==> src/design/assert_macros.svh <==
// assertion macros for the design files
`ifndef ASSERT_MACROS_SVH
`define ASSERT_MACROS_SVH

`ifndef SYNTHESIS

// condition holds at every clock edge out of reset
`define DQE_ASSERT_ALWAYS(lbl, cond, msg) \
  lbl: assert property (@(posedge clk) disable iff (!rst_n) (cond)) else $error(msg);

// consequent holds in the same cycle as the antecedent
`define DQE_ASSERT_IMPL(lbl, ante, cons, msg) \
  lbl: assert property (@(posedge clk) disable iff (!rst_n) (ante) |-> (cons)) \
    else $error(msg);

// consequent holds in the cycle after the antecedent
`define DQE_ASSERT_NEXT(lbl, ante, cons, msg) \
  lbl: assert property (@(posedge clk) disable iff (!rst_n) (ante) |=> (cons)) \
    else $error(msg);

`else

`define DQE_ASSERT_ALWAYS(lbl, cond, msg)
`define DQE_ASSERT_IMPL(lbl, ante, cons, msg)
`define DQE_ASSERT_NEXT(lbl, ante, cons, msg)

`endif

`endif

==> src/design/dqe_pkg.sv <==
// shared constants, types and helpers of the dns question encoder
`timescale 1ns / 1ps

package dqe_pkg;

  // default limits
  localparam int NAME_MAX_DFLT   = 256;
  localparam int STRING_MAX_DFLT = 1024;
  localparam int LABEL_MAX_DFLT  = 63;

  // field widths
  localparam int BYTE_W    = 8;
  localparam int QTOT_W    = 10;
  localparam int CFG_IDX_W = 2;

  localparam logic [QTOT_W-1:0] QTOT_MAX = '1;

  // question trailer values
  localparam logic [BYTE_W-1:0] TYPE_A    = 8'd1;
  localparam logic [BYTE_W-1:0] TYPE_AAAA = 8'd28;
  localparam logic [BYTE_W-1:0] CLASS_IN  = 8'd1;

  // trailer slots: empty label, terminator, type hi, type lo, class hi, class lo
  localparam logic [2:0] TAIL_TYPE_LO  = 3'd3;
  localparam logic [2:0] TAIL_CLASS_LO = 3'd5;

  typedef enum logic [1:0] {
    ERR_NONE   = 2'd0,
    ERR_NAME   = 2'd1,
    ERR_STRING = 2'd2,
    ERR_LABEL  = 2'd3
  } err_t;

  typedef enum logic [CFG_IDX_W-1:0] {
    CFG_USE_AAAA  = 2'd0,
    CFG_LABEL_SEP = 2'd1,
    CFG_QUERY_SEP = 2'd2
  } cfg_idx_t;

  typedef enum logic {
    ST_IDLE,
    ST_RUN
  } seq_state_t;

  // one result pair between the read stage and the output register
  typedef struct packed {
    logic              mem0;
    logic              mem1;
    logic [BYTE_W-1:0] k0;
    logic [BYTE_W-1:0] k1;
    logic [1:0]        cnt;
    logic              last;
    logic [QTOT_W-1:0] qtot;
    err_t              code;
  } pair_t;

  // byte of the question trailer at a given slot
  function automatic logic [BYTE_W-1:0] tail_byte(logic [2:0] idx, logic aaaa);
    logic [BYTE_W-1:0] b;
    b = '0;
    if (idx == TAIL_TYPE_LO) begin
      b = aaaa ? TYPE_AAAA : TYPE_A;
    end else if (idx == TAIL_CLASS_LO) begin
      b = CLASS_IN;
    end
    return b;
  endfunction

endpackage

==> src/design/dqe_if.sv <==
// handshake channels of the dns question encoder
`timescale 1ns / 1ps

// character input channel
interface dqe_in_if;
  logic                       valid;
  logic                       ready;
  logic [dqe_pkg::BYTE_W-1:0] char_in;
  logic                       end_of_string;

  modport source (output valid, output char_in, output end_of_string, input ready);
  modport sink (input valid, input char_in, input end_of_string, output ready);
endinterface

// question byte output channel
interface dqe_out_if;
  logic                       valid;
  logic                       ready;
  logic [dqe_pkg::BYTE_W-1:0] byte_first;
  logic [dqe_pkg::BYTE_W-1:0] byte_second;
  logic [1:0]                 byte_count;
  logic                       run_last;
  logic [dqe_pkg::QTOT_W-1:0] query_total;
  logic [1:0]                 error_code;

  modport source (output valid, output byte_first, output byte_second, output byte_count,
                  output run_last, output query_total, output error_code, input ready);
  modport sink (input valid, input byte_first, input byte_second, input byte_count,
                input run_last, input query_total, input error_code, output ready);
endinterface

// configuration write channel
interface dqe_cfg_if;
  logic                          valid;
  logic                          ready;
  logic [dqe_pkg::CFG_IDX_W-1:0] index;
  logic [dqe_pkg::BYTE_W-1:0]    data;

  modport source (output valid, output index, output data, input ready);
  modport sink (input valid, input index, input data, output ready);
endinterface

==> src/design/dqe_label_ram.sv <==
// label buffer ram: one write port, two registered read ports
`timescale 1ns / 1ps

module dqe_label_ram #(
  parameter int DEPTH = dqe_pkg::LABEL_MAX_DFLT,
  parameter int AW    = (DEPTH > 1) ? $clog2(DEPTH) : 1
) (
  input  logic                       clk,
  input  logic                       we,
  input  logic [AW-1:0]              waddr,
  input  logic [dqe_pkg::BYTE_W-1:0] wdata,
  input  logic                       re,
  input  logic [AW-1:0]              raddr0,
  input  logic [AW-1:0]              raddr1,
  output logic [dqe_pkg::BYTE_W-1:0] rdata0,
  output logic [dqe_pkg::BYTE_W-1:0] rdata1
);

  logic [dqe_pkg::BYTE_W-1:0] mem [DEPTH];
  logic [dqe_pkg::BYTE_W-1:0] rd0_r;
  logic [dqe_pkg::BYTE_W-1:0] rd1_r;

  // write port
  always_ff @(posedge clk) begin
    if (we) begin
      mem[waddr] <= wdata;
    end
  end

  // read ports, data held until the next read
  always_ff @(posedge clk) begin
    if (re) begin
      rd0_r <= mem[raddr0];
      rd1_r <= mem[raddr1];
    end
  end

  assign rdata0 = rd0_r;
  assign rdata1 = rd1_r;

endmodule

==> src/design/dns_question_encoder_unit.sv <==
// Top level of the dns question encoder: character intake, byte sequencer, output register.
// An ordinary character within the limits goes into the label buffer; no result unless it ends the string.
// A separator or final character runs the sequencer: ceil(n/2) results, n = label
//   length plus up to 7 more bytes, one result per cycle from the two read ports unless stalled.
// Results pass the read stage and output register; input is ready the cycle after the last read.
// Reset (synchronous, rst_n low) clears lengths, counter and error, restores config defaults.
`timescale 1ns / 1ps

`include "assert_macros.svh"

module dns_question_encoder_unit #(
  parameter int NAME_MAX   = dqe_pkg::NAME_MAX_DFLT,
  parameter int STRING_MAX = dqe_pkg::STRING_MAX_DFLT,
  parameter int LABEL_MAX  = dqe_pkg::LABEL_MAX_DFLT
) (
  input logic          clk,
  input logic          rst_n,
  dqe_in_if.sink       in_chan,
  dqe_out_if.source    out_chan,
  dqe_cfg_if.sink      cfg_chan
);

  localparam int LW = $clog2(LABEL_MAX + 1);
  localparam int NW = $clog2(NAME_MAX + 1);
  localparam int SW = $clog2(STRING_MAX + 1);
  localparam int TW = $clog2(LABEL_MAX + 9);
  localparam int AW = (LABEL_MAX > 1) ? $clog2(LABEL_MAX) : 1;
  localparam int BW = dqe_pkg::BYTE_W;
  localparam int QW = dqe_pkg::QTOT_W;

  // string state
  logic [LW-1:0]      lbl_len_r, lbl_len_nxt;
  logic [NW-1:0]      name_len_r, name_len_nxt;
  logic [SW-1:0]      str_len_r, str_len_nxt;
  logic [QW-1:0]      qcnt_r, qcnt_nxt, qcnt_step;
  dqe_pkg::err_t      err_r, err_nxt, err_step;

  // configuration
  logic               aaaa_r;
  logic [BW-1:0]      lsep_r;
  logic [BW-1:0]      qsep_r;

  // sequencer
  dqe_pkg::seq_state_t state_r, state_nxt;
  logic [TW-1:0]      pos_r;
  logic [TW-1:0]      total_r;
  logic [LW-1:0]      flen_r;
  logic               ts_r;
  logic               report_r;
  dqe_pkg::err_t      rcode_r;
  logic [QW-1:0]      rqtot_r;

  // intake decisions
  logic               in_fire;
  logic               is_q, is_l;
  logic               wr_en;
  logic               go_run, go_report, go_ts;
  logic [LW-1:0]      go_len;
  logic [TW-1:0]      go_total;

  // issue stage
  logic               issue;
  logic               out_free;
  logic               s1_move;
  logic [TW-1:0]      q_pos [2];
  logic [TW-1:0]      tfull [2];
  logic               src_mem [2];
  logic [AW-1:0]      src_addr [2];
  logic [BW-1:0]      src_k [2];
  logic [1:0]         iss_cnt;
  logic               iss_last;
  logic [TW:0]        pos_ahead;
  dqe_pkg::pair_t     s1_r, s1_nxt;
  logic               s1_valid_r;
  logic [BW-1:0]      rd0, rd1;

  // output register
  logic               out_valid_r;
  logic [BW-1:0]      out_b0_r, out_b1_r;
  logic [1:0]         out_cnt_r;
  logic               out_last_r;
  logic [QW-1:0]      out_qtot_r;
  dqe_pkg::err_t      out_code_r;

  assign in_fire        = in_chan.valid && in_chan.ready;
  assign in_chan.ready  = (state_r == dqe_pkg::ST_IDLE);
  assign cfg_chan.ready = 1'b1;

  assign is_q = (in_chan.char_in == qsep_r);
  assign is_l = (in_chan.char_in == lsep_r);

  // intake: update string state and set up the byte run
  always_comb begin
    lbl_len_nxt  = lbl_len_r;
    name_len_nxt = name_len_r;
    str_len_nxt  = str_len_r;
    qcnt_step    = qcnt_r;
    err_step     = err_r;
    wr_en        = 1'b0;
    go_report    = 1'b0;
    go_ts        = 1'b0;
    go_len       = lbl_len_r;
    go_total     = '0;
    if (in_fire) begin
      if (err_r != dqe_pkg::ERR_NONE) begin
        go_report = in_chan.end_of_string;
      end else if (str_len_r == SW'(STRING_MAX)) begin
        err_step  = dqe_pkg::ERR_STRING;
        go_report = 1'b1;
      end else begin
        str_len_nxt = str_len_r + 1'b1;
        if (is_q) begin
          // close the query: label, terminator, type, class
          go_total     = TW'(lbl_len_r) + TW'(6);
          go_ts        = 1'b1;
          lbl_len_nxt  = '0;
          name_len_nxt = '0;
          qcnt_step    = (qcnt_r != dqe_pkg::QTOT_MAX) ? qcnt_r + 1'b1 : qcnt_r;
        end else if (name_len_r == NW'(NAME_MAX)) begin
          err_step  = dqe_pkg::ERR_NAME;
          go_report = 1'b1;
        end else if (is_l) begin
          name_len_nxt = name_len_r + 1'b1;
          lbl_len_nxt  = '0;
          if (in_chan.end_of_string) begin
            // label, then an empty label and the trailer
            go_total  = TW'(lbl_len_r) + TW'(7);
            qcnt_step = (qcnt_r != dqe_pkg::QTOT_MAX) ? qcnt_r + 1'b1 : qcnt_r;
          end else begin
            go_total = TW'(lbl_len_r) + TW'(1);
          end
        end else if (lbl_len_r == LW'(LABEL_MAX)) begin
          err_step  = dqe_pkg::ERR_LABEL;
          go_report = 1'b1;
        end else begin
          // ordinary character goes into the label buffer
          name_len_nxt = name_len_r + 1'b1;
          wr_en        = 1'b1;
          lbl_len_nxt  = lbl_len_r + 1'b1;
          if (in_chan.end_of_string) begin
            go_len    = lbl_len_r + 1'b1;
            go_total  = TW'(lbl_len_r) + TW'(7);
            go_ts     = 1'b1;
            qcnt_step = (qcnt_r != dqe_pkg::QTOT_MAX) ? qcnt_r + 1'b1 : qcnt_r;
          end
        end
      end
    end
    go_run  = in_fire && (go_report || (go_total != '0));
    qcnt_nxt = qcnt_step;
    err_nxt  = err_step;
    // end of string clears the string state
    if (in_fire && in_chan.end_of_string) begin
      lbl_len_nxt  = '0;
      name_len_nxt = '0;
      str_len_nxt  = '0;
      qcnt_nxt     = '0;
      err_nxt      = dqe_pkg::ERR_NONE;
    end
  end

  // string state and configuration registers
  always_ff @(posedge clk) begin
    if (!rst_n) begin
      lbl_len_r  <= '0;
      name_len_r <= '0;
      str_len_r  <= '0;
      qcnt_r     <= '0;
      err_r      <= dqe_pkg::ERR_NONE;
      aaaa_r     <= 1'b0;
      lsep_r     <= 8'd46;
      qsep_r     <= 8'd44;
    end else begin
      lbl_len_r  <= lbl_len_nxt;
      name_len_r <= name_len_nxt;
      str_len_r  <= str_len_nxt;
      qcnt_r     <= qcnt_nxt;
      err_r      <= err_nxt;
      if (cfg_chan.valid && cfg_chan.ready) begin
        unique case (cfg_chan.index)
          dqe_pkg::CFG_USE_AAAA:  aaaa_r <= cfg_chan.data[0];
          dqe_pkg::CFG_LABEL_SEP: lsep_r <= cfg_chan.data;
          dqe_pkg::CFG_QUERY_SEP: qsep_r <= cfg_chan.data;
          default: ;
        endcase
      end
    end
  end

  // label buffer
  dqe_label_ram #(
    .DEPTH (LABEL_MAX),
    .AW    (AW)
  ) u_label_ram (
    .clk    (clk),
    .we     (wr_en),
    .waddr  (lbl_len_r[AW-1:0]),
    .wdata  (in_chan.char_in),
    .re     (issue),
    .raddr0 (src_addr[0]),
    .raddr1 (src_addr[1]),
    .rdata0 (rd0),
    .rdata1 (rd1)
  );

  assign out_free = !out_valid_r || out_chan.ready;
  assign s1_move  = s1_valid_r && out_free;
  assign issue    = (state_r == dqe_pkg::ST_RUN) && (!s1_valid_r || out_free);

  // byte source for the two positions of the current pair
  always_comb begin
    for (int i = 0; i < 2; i++) begin
      q_pos[i]    = pos_r + TW'(i);
      tfull[i]    = q_pos[i] - TW'(flen_r) - TW'(1) + TW'(ts_r);
      src_mem[i]  = (q_pos[i] != '0) && (q_pos[i] <= TW'(flen_r));
      src_addr[i] = src_mem[i] ? AW'(q_pos[i] - TW'(1)) : '0;
      src_k[i]    = (q_pos[i] == '0) ? BW'(flen_r) :
                    dqe_pkg::tail_byte(tfull[i][2:0], aaaa_r);
    end
  end

  // pair count and end of run
  always_comb begin
    pos_ahead = {1'b0, pos_r} + (TW+1)'(2);
    if (report_r) begin
      iss_cnt  = 2'd0;
      iss_last = 1'b1;
    end else begin
      iss_cnt  = (q_pos[1] < total_r) ? 2'd2 : 2'd1;
      iss_last = (pos_ahead >= {1'b0, total_r});
    end
    s1_nxt.mem0 = !report_r && src_mem[0];
    s1_nxt.k0   = report_r ? '0 : src_k[0];
    s1_nxt.mem1 = (iss_cnt == 2'd2) && src_mem[1];
    s1_nxt.k1   = (iss_cnt == 2'd2) ? src_k[1] : '0;
    s1_nxt.cnt  = iss_cnt;
    s1_nxt.last = iss_last;
    s1_nxt.qtot = rqtot_r;
    s1_nxt.code = report_r ? rcode_r : dqe_pkg::ERR_NONE;
  end

  // sequencer next state
  always_comb begin
    state_nxt = state_r;
    unique case (state_r)
      dqe_pkg::ST_IDLE: begin
        if (go_run) begin
          state_nxt = dqe_pkg::ST_RUN;
        end
      end
      dqe_pkg::ST_RUN: begin
        if (issue && iss_last) begin
          state_nxt = dqe_pkg::ST_IDLE;
        end
      end
      default: state_nxt = dqe_pkg::ST_IDLE;
    endcase
  end

  always_ff @(posedge clk) begin
    if (!rst_n) begin
      state_r <= dqe_pkg::ST_IDLE;
    end else begin
      state_r <= state_nxt;
    end
  end

  // run parameters and position counter
  always_ff @(posedge clk) begin
    if (go_run) begin
      pos_r    <= '0;
      total_r  <= go_total;
      flen_r   <= go_len;
      ts_r     <= go_ts;
      report_r <= go_report;
      rcode_r  <= err_step;
      rqtot_r  <= qcnt_step;
    end else if (issue) begin
      pos_r <= pos_ahead[TW-1:0];
    end
  end

  // read stage
  always_ff @(posedge clk) begin
    if (!rst_n) begin
      s1_valid_r <= 1'b0;
    end else if (issue) begin
      s1_valid_r <= 1'b1;
    end else if (s1_move) begin
      s1_valid_r <= 1'b0;
    end
  end

  always_ff @(posedge clk) begin
    if (issue) begin
      s1_r <= s1_nxt;
    end
  end

  // output register
  always_ff @(posedge clk) begin
    if (!rst_n) begin
      out_valid_r <= 1'b0;
    end else if (s1_move) begin
      out_valid_r <= 1'b1;
    end else if (out_chan.ready) begin
      out_valid_r <= 1'b0;
    end
  end

  always_ff @(posedge clk) begin
    if (s1_move) begin
      out_b0_r   <= s1_r.mem0 ? rd0 : s1_r.k0;
      out_b1_r   <= s1_r.mem1 ? rd1 : s1_r.k1;
      out_cnt_r  <= s1_r.cnt;
      out_last_r <= s1_r.last;
      out_qtot_r <= s1_r.qtot;
      out_code_r <= s1_r.code;
    end
  end

  assign out_chan.valid       = out_valid_r;
  assign out_chan.byte_first  = out_b0_r;
  assign out_chan.byte_second = out_b1_r;
  assign out_chan.byte_count  = out_cnt_r;
  assign out_chan.run_last    = out_last_r;
  assign out_chan.query_total = out_qtot_r;
  assign out_chan.error_code  = out_code_r;

  // checks
  `DQE_ASSERT_ALWAYS(a_label_len_bound, lbl_len_r <= LW'(LABEL_MAX), "label length past limit")
  `DQE_ASSERT_IMPL(a_pos_in_run,
    (state_r == dqe_pkg::ST_RUN) && !report_r,
    pos_r < total_r, "sequencer position past run length")
  `DQE_ASSERT_IMPL(a_empty_is_report,
    s1_valid_r && (s1_r.cnt == 2'd0),
    s1_r.last && (s1_r.code != dqe_pkg::ERR_NONE), "empty result without error")
  `DQE_ASSERT_NEXT(a_eos_clears,
    in_fire && in_chan.end_of_string,
    (err_r == dqe_pkg::ERR_NONE) && (str_len_r == '0) && (qcnt_r == '0),
    "string state not cleared")

endmodule
==> src/flat_wrapper.sv <==
// flat-port wrapper written by rule: the top's interface ports become plain ports
module dns_question_encoder_unit_flat 
#(
  parameter int NAME_MAX   = dqe_pkg::NAME_MAX_DFLT,
  parameter int STRING_MAX = dqe_pkg::STRING_MAX_DFLT,
  parameter int LABEL_MAX  = dqe_pkg::LABEL_MAX_DFLT
)
  (clk, rst_n, in_chan_valid, in_chan_char_in, in_chan_end_of_string, in_chan_ready, out_chan_valid, out_chan_byte_first, out_chan_byte_second, out_chan_byte_count, out_chan_run_last, out_chan_query_total, out_chan_error_code, out_chan_ready, cfg_chan_valid, cfg_chan_index, cfg_chan_data, cfg_chan_ready);
  dqe_in_if in_chan_i ();
  dqe_out_if out_chan_i ();
  dqe_cfg_if cfg_chan_i ();
  input logic clk;
  input logic rst_n;
  input wire logic [$bits(in_chan_i.valid)-1:0] in_chan_valid;
  input wire logic [$bits(in_chan_i.char_in)-1:0] in_chan_char_in;
  input wire logic [$bits(in_chan_i.end_of_string)-1:0] in_chan_end_of_string;
  output wire logic [$bits(in_chan_i.ready)-1:0] in_chan_ready;
  output wire logic [$bits(out_chan_i.valid)-1:0] out_chan_valid;
  output wire logic [$bits(out_chan_i.byte_first)-1:0] out_chan_byte_first;
  output wire logic [$bits(out_chan_i.byte_second)-1:0] out_chan_byte_second;
  output wire logic [$bits(out_chan_i.byte_count)-1:0] out_chan_byte_count;
  output wire logic [$bits(out_chan_i.run_last)-1:0] out_chan_run_last;
  output wire logic [$bits(out_chan_i.query_total)-1:0] out_chan_query_total;
  output wire logic [$bits(out_chan_i.error_code)-1:0] out_chan_error_code;
  input wire logic [$bits(out_chan_i.ready)-1:0] out_chan_ready;
  input wire logic [$bits(cfg_chan_i.valid)-1:0] cfg_chan_valid;
  input wire logic [$bits(cfg_chan_i.index)-1:0] cfg_chan_index;
  input wire logic [$bits(cfg_chan_i.data)-1:0] cfg_chan_data;
  output wire logic [$bits(cfg_chan_i.ready)-1:0] cfg_chan_ready;
  assign in_chan_i.valid = in_chan_valid;
  assign in_chan_i.char_in = in_chan_char_in;
  assign in_chan_i.end_of_string = in_chan_end_of_string;
  assign in_chan_ready = in_chan_i.ready;
  assign out_chan_valid = out_chan_i.valid;
  assign out_chan_byte_first = out_chan_i.byte_first;
  assign out_chan_byte_second = out_chan_i.byte_second;
  assign out_chan_byte_count = out_chan_i.byte_count;
  assign out_chan_run_last = out_chan_i.run_last;
  assign out_chan_query_total = out_chan_i.query_total;
  assign out_chan_error_code = out_chan_i.error_code;
  assign out_chan_i.ready = out_chan_ready;
  assign cfg_chan_i.valid = cfg_chan_valid;
  assign cfg_chan_i.index = cfg_chan_index;
  assign cfg_chan_i.data = cfg_chan_data;
  assign cfg_chan_ready = cfg_chan_i.ready;
  dns_question_encoder_unit #(.NAME_MAX(NAME_MAX), .STRING_MAX(STRING_MAX), .LABEL_MAX(LABEL_MAX)) u_core (.clk(clk), .rst_n(rst_n), .in_chan(in_chan_i), .out_chan(out_chan_i), .cfg_chan(cfg_chan_i));
endmodule
==> config.mk <==
export PLATFORM = sky130hd
export DESIGN_NAME = dns_question_encoder_unit_flat
export DESIGN_NICKNAME = d
export VERILOG_FILES = /design/src/design/dqe_pkg.sv /design/src/design/dqe_if.sv /design/src/design/dqe_label_ram.sv /design/src/design/dns_question_encoder_unit.sv /design/src/flat_wrapper.sv
export VERILOG_INCLUDE_DIRS = /design/src /design/src/design
export SDC_FILE = /design/constraint.sdc
export NUM_CORES = 1
export LEC_CHECK = 0
export ABC_AREA = 1
export BUFFER_PORTS_ARGS = -buffer_cell sky130_fd_sc_hd__buf_2
export CAP_MARGIN = 10
export CORE_ASPECT_RATIO = 1.5
export CORE_MARGIN = 1.5
export CORE_UTILIZATION = 61
export DETAILED_ROUTE_END_ITERATION = 7
export PLACE_DENSITY = 0.78
export SYNTH_ARGS = -nofsm -noshare
export SYNTH_HDL_FRONTEND = slang
export SYNTH_SLANG_ARGS = --single-unit
==> constraint.sdc <==
create_clock -name clk -period 3.45 [get_ports clk]
set_input_delay 0.345 -clock clk [delete_from_list [all_inputs] [get_ports clk]]
set_output_delay 0.345 -clock clk [all_outputs]
set_load 0.02 [all_outputs]
==> run_results.csv <==
group,metric,value,unit
outcome,status,"completed",
finish,syn2layout_area_growth,11.2,%
die,pin_count,58,
drt,ant_nets,0,
clock_network,cts_setup_buffers,0,
logic_synthesis,synth_nets,3116,
die,initial_utilization,61.7,%
clock_network,numCtsBuffers,57,
drt,drt_iter0_drc,2650,
sta,drv_slew,0,
logic_synthesis,avgSynthCellArea,10.0,µm²
sta,period_minus_slack,3.35,ns
clock_network,cts_tree,"yes",
power,power.total,0.0287,W
power,power_density,844,nW/µm²
setup_path,startpoint_type,"flip-flop",
logic_synthesis,async_flop_share,0,%
clock_network,cts.clk_slew.worst_paths,0.07,ns
logic_synthesis,synth_top_area_cell,"edfxtp_1",
logic_synthesis,synth_area_leaders,"edfxtp_1 59%, nand2_1 10%, nand3_1 7.1%, dfxtp_1 4.2%, inv_1 3.8%",
setup_path,endpoint_kind,"flip-flop",
setup_path,worstSetupPathType,"flip-flop to flip-flop",
finish,drive_gt1_share,9.27,%
placement,gp_congestion,1.00,
drt,vias_per_cell,5.92,
sta,slew_headroom,27.8,%
clock_network,cts_buffer_depth,3,
logic_synthesis,synth_warnings,0,
sta,final.setup.tns,0,ns
sta,rsz0062_at_grt,"no",
clock_network,clock-sinks,667,
global_route,gr-total-overflow,0,
logic_synthesis,synth-seq-area-share,63.4,%
logic_synthesis,synth-edff-count,603,
placement,dp_hpwl,54800,µm
drt,route.detailed.drc,0,
drt,drt-pass1-iter-count,6,
sta,finClkSkew,0.0271,ns
sta,max_freq,0.298,GHz
drt,totalWireLength,83400,µm
drt,avgRoutedWirePerCell,21.7,µm
logic_synthesis,synth.most_common_cell,"nand2_1",
setup_path,critPathMaxFanout,26,
global_route,grt_usage,33.1,%
logic_synthesis,netlist.area_leader.share,59.2,%
sta,setup_viol_count_final,0,
sta,tightestPinTransition,1.08,ns
clock_network,cts_max_level,2,
logic_synthesis,ys_ff_latch,667,
logic_synthesis,netlist_top_cells_count,"854 x nand2_1, 603 x edfxtp_1, 436 x nand3_1",
placement,port_buffers,56,
clock_network,root_buffer,"clkbuf_16",
setup_path,cp.arrival,3.81,ns
global_route,grt_pass1_vias,22221,
die,die_h,277,µm
die,die_area,51500,µm²
finish,final_nets,3197,
clock_network,clk_latency,0.62,ns
setup_path,cp.required,3.91,ns
sta,finalCritPeriodShare,97.1,%
global_route,grt_pass1_wl,127000,µm
sta,hold_viol_final,0,
logic_synthesis,synth_cell_types,45,
die,placementRows,100,
power,p_leak,13.6,nW
finish,n_fill_cell,3701,
logic_synthesis,yosys_most_used_dff,"edfxtp_1",
logic_synthesis,synth_cells,3055,
drt,num_vias,22762,
job,max_cap_viol_count,0,
die,die_x,186,µm
power,ir_drop,886,µV
global_route,grt_max_degree,178,
min_path,worstHoldPathType,"input port to flip-flop",
logic_synthesis,synth_area,30600,µm²
global_route,antenna_found_initial,1,
die,core-area,49500,µm²
## metal layers
layer,vias up,GRT usage [%],wire (µm)
met3,293,4.18,6590
met5,-,0,0
met4,0,19.6,5690
li1,10494,-,-
met1,10748,40.1,29400
met2,1227,56.2,41700
## final cells by class
class                      count  area, µm²  share of cell area (%)
antenna                        1       2.50                 0.00736
clock buffer                  75       1580                    4.64
tap                          663        830                    2.44
sequential                   667      19400                    57.1
inverter                     326       1220                    3.60
timing repair buffer         173       1270                    3.73
multi-input combinational   1911       9250                    27.2
clock inverter                29        435                    1.28
## worst max-delay path, stage by stage (launching register included)
cell	delay, ns
dfxtp_1	0.40
ha_1	0.42
nand2_1	0.08
inv_1	0.07
nand4_1	0.15
nand2_4	0.11
nand2_2	0.20
inv_2	0.49
buf_4	0.39
nand2_1	0.09
nand3_1	0.10
nand3_1	0.07
nand3_1	0.25
nand3_1	0.23
nand2_1	0.11
## per-stage QoR
step / cell area, µm² / hold WS (ns) / std cells / setup WS [ns] / utilization (%)
finish: 34000 / 0.0514 / 3845 / 0.0994 / 68.6
global route: 34000 / 0.0538 / 3844 / 0.00106 / 68.6
CTS: 34000 / 0.0346 / 3844 / 0.211 / 68.6
detailed placement: 31900 / 0.405 / 3736 / 0.231 / 64.4
global placement: 31900 / 0.401 / 3736 / 0.250 / 64.4
floorplan: 30600 / 0.400 / 3055 / 0.642 / -
## cells in the final DEF, fill, tap and decap left out, types with 12 or more instances in the layout
cell,count
a21oi_1,109
buf_2,56
buf_4,105
clkbuf_1,12
clkbuf_16,59
dfxtp_1,63
edfxtp_1,603
ha_1,35
inv_1,310
nand2_1,851
nand3_1,436
nand3b_1,122
nand4_1,45
nor2_1,151
nor3_1,21
o211ai_1,12
o21ai_0,57
xor2_1,13
## final timing paths
kind / start / slack [ns] / depth (start not counted) / to
max: u_core.pos_r[2] / 0.1 / 14 / u_core.u_label_ram.rdata0[4]
min: cfg_chan_data[6] / 0.05 / 3 / u_core.qsep_r[6]
min reg2reg: u_core.rqtot_r[6] / 0.42 / 0 / u_core.s1_r[8]
max reg2reg: u_core.pos_r[2] / 0.1 / 14 / u_core.u_label_ram.rdata0[4]
## power breakdown
group / total [W] / internal [W] / leakage [nW] / switching, W
registers: 0.0101 / 0.00967 / 6.00 / 0.000464
clock network: 0.00690 / 0.00403 / 0.970 / 0.00287
logic: 0.0116 / 0.00324 / 6.67 / 0.00841
## registers in the layout (all words and copies together) (netlist names), 6 cells and up
signal                       flops
u_core.s1_r                     25
u_core.qsep_r                    8
u_core.str_len_r                11
u_core.rqtot_r                  10
u_core.flen_r                    6
u_core.out_chan.query_total     10
u_core.pos_r                     6
u_core.u_label_ram.rdata1        8
u_core.qcnt_r                   10
u_core.out_chan.byte_first       8
u_core.lbl_len_r                 6
u_core.out_chan.byte_second      8
u_core.lsep_r                    8
u_core.u_label_ram.mem         504
u_core.name_len_r                9
u_core.total_r                   7
u_core.u_label_ram.rdata0        8
## kinds of logic (layout without fill, tap and decap cells)
| logic type | Yosys count | in the layout | synth area share [%] |
|---|---|---|---|
| other | 1 | 2 | 0.0123 |
| adder cells (fa/ha/maj) | 37 | 37 | 1.56 |
| AO/OA/AOI/OAI | 197 | 197 | 3.48 |
| flip-flops | 667 | 667 | 63.4 |
| buffers and inverters | 477 | 603 | 6.41 |
| multiplexers | 6 | 6 | 0.221 |
| AND/OR/NAND/NOR | 1652 | 1652 | 24.4 |
| XOR/XNOR | 18 | 18 | 0.516 |
## what timing repair did
| action | CTS | global route |
|---|---|---|
| hold buffers | 4 | 0 |
| endpoints found under the hold margin | 7 | 0 |
| gates resized for setup | 0 | 0 |
(Power assumes the default switching activity.)
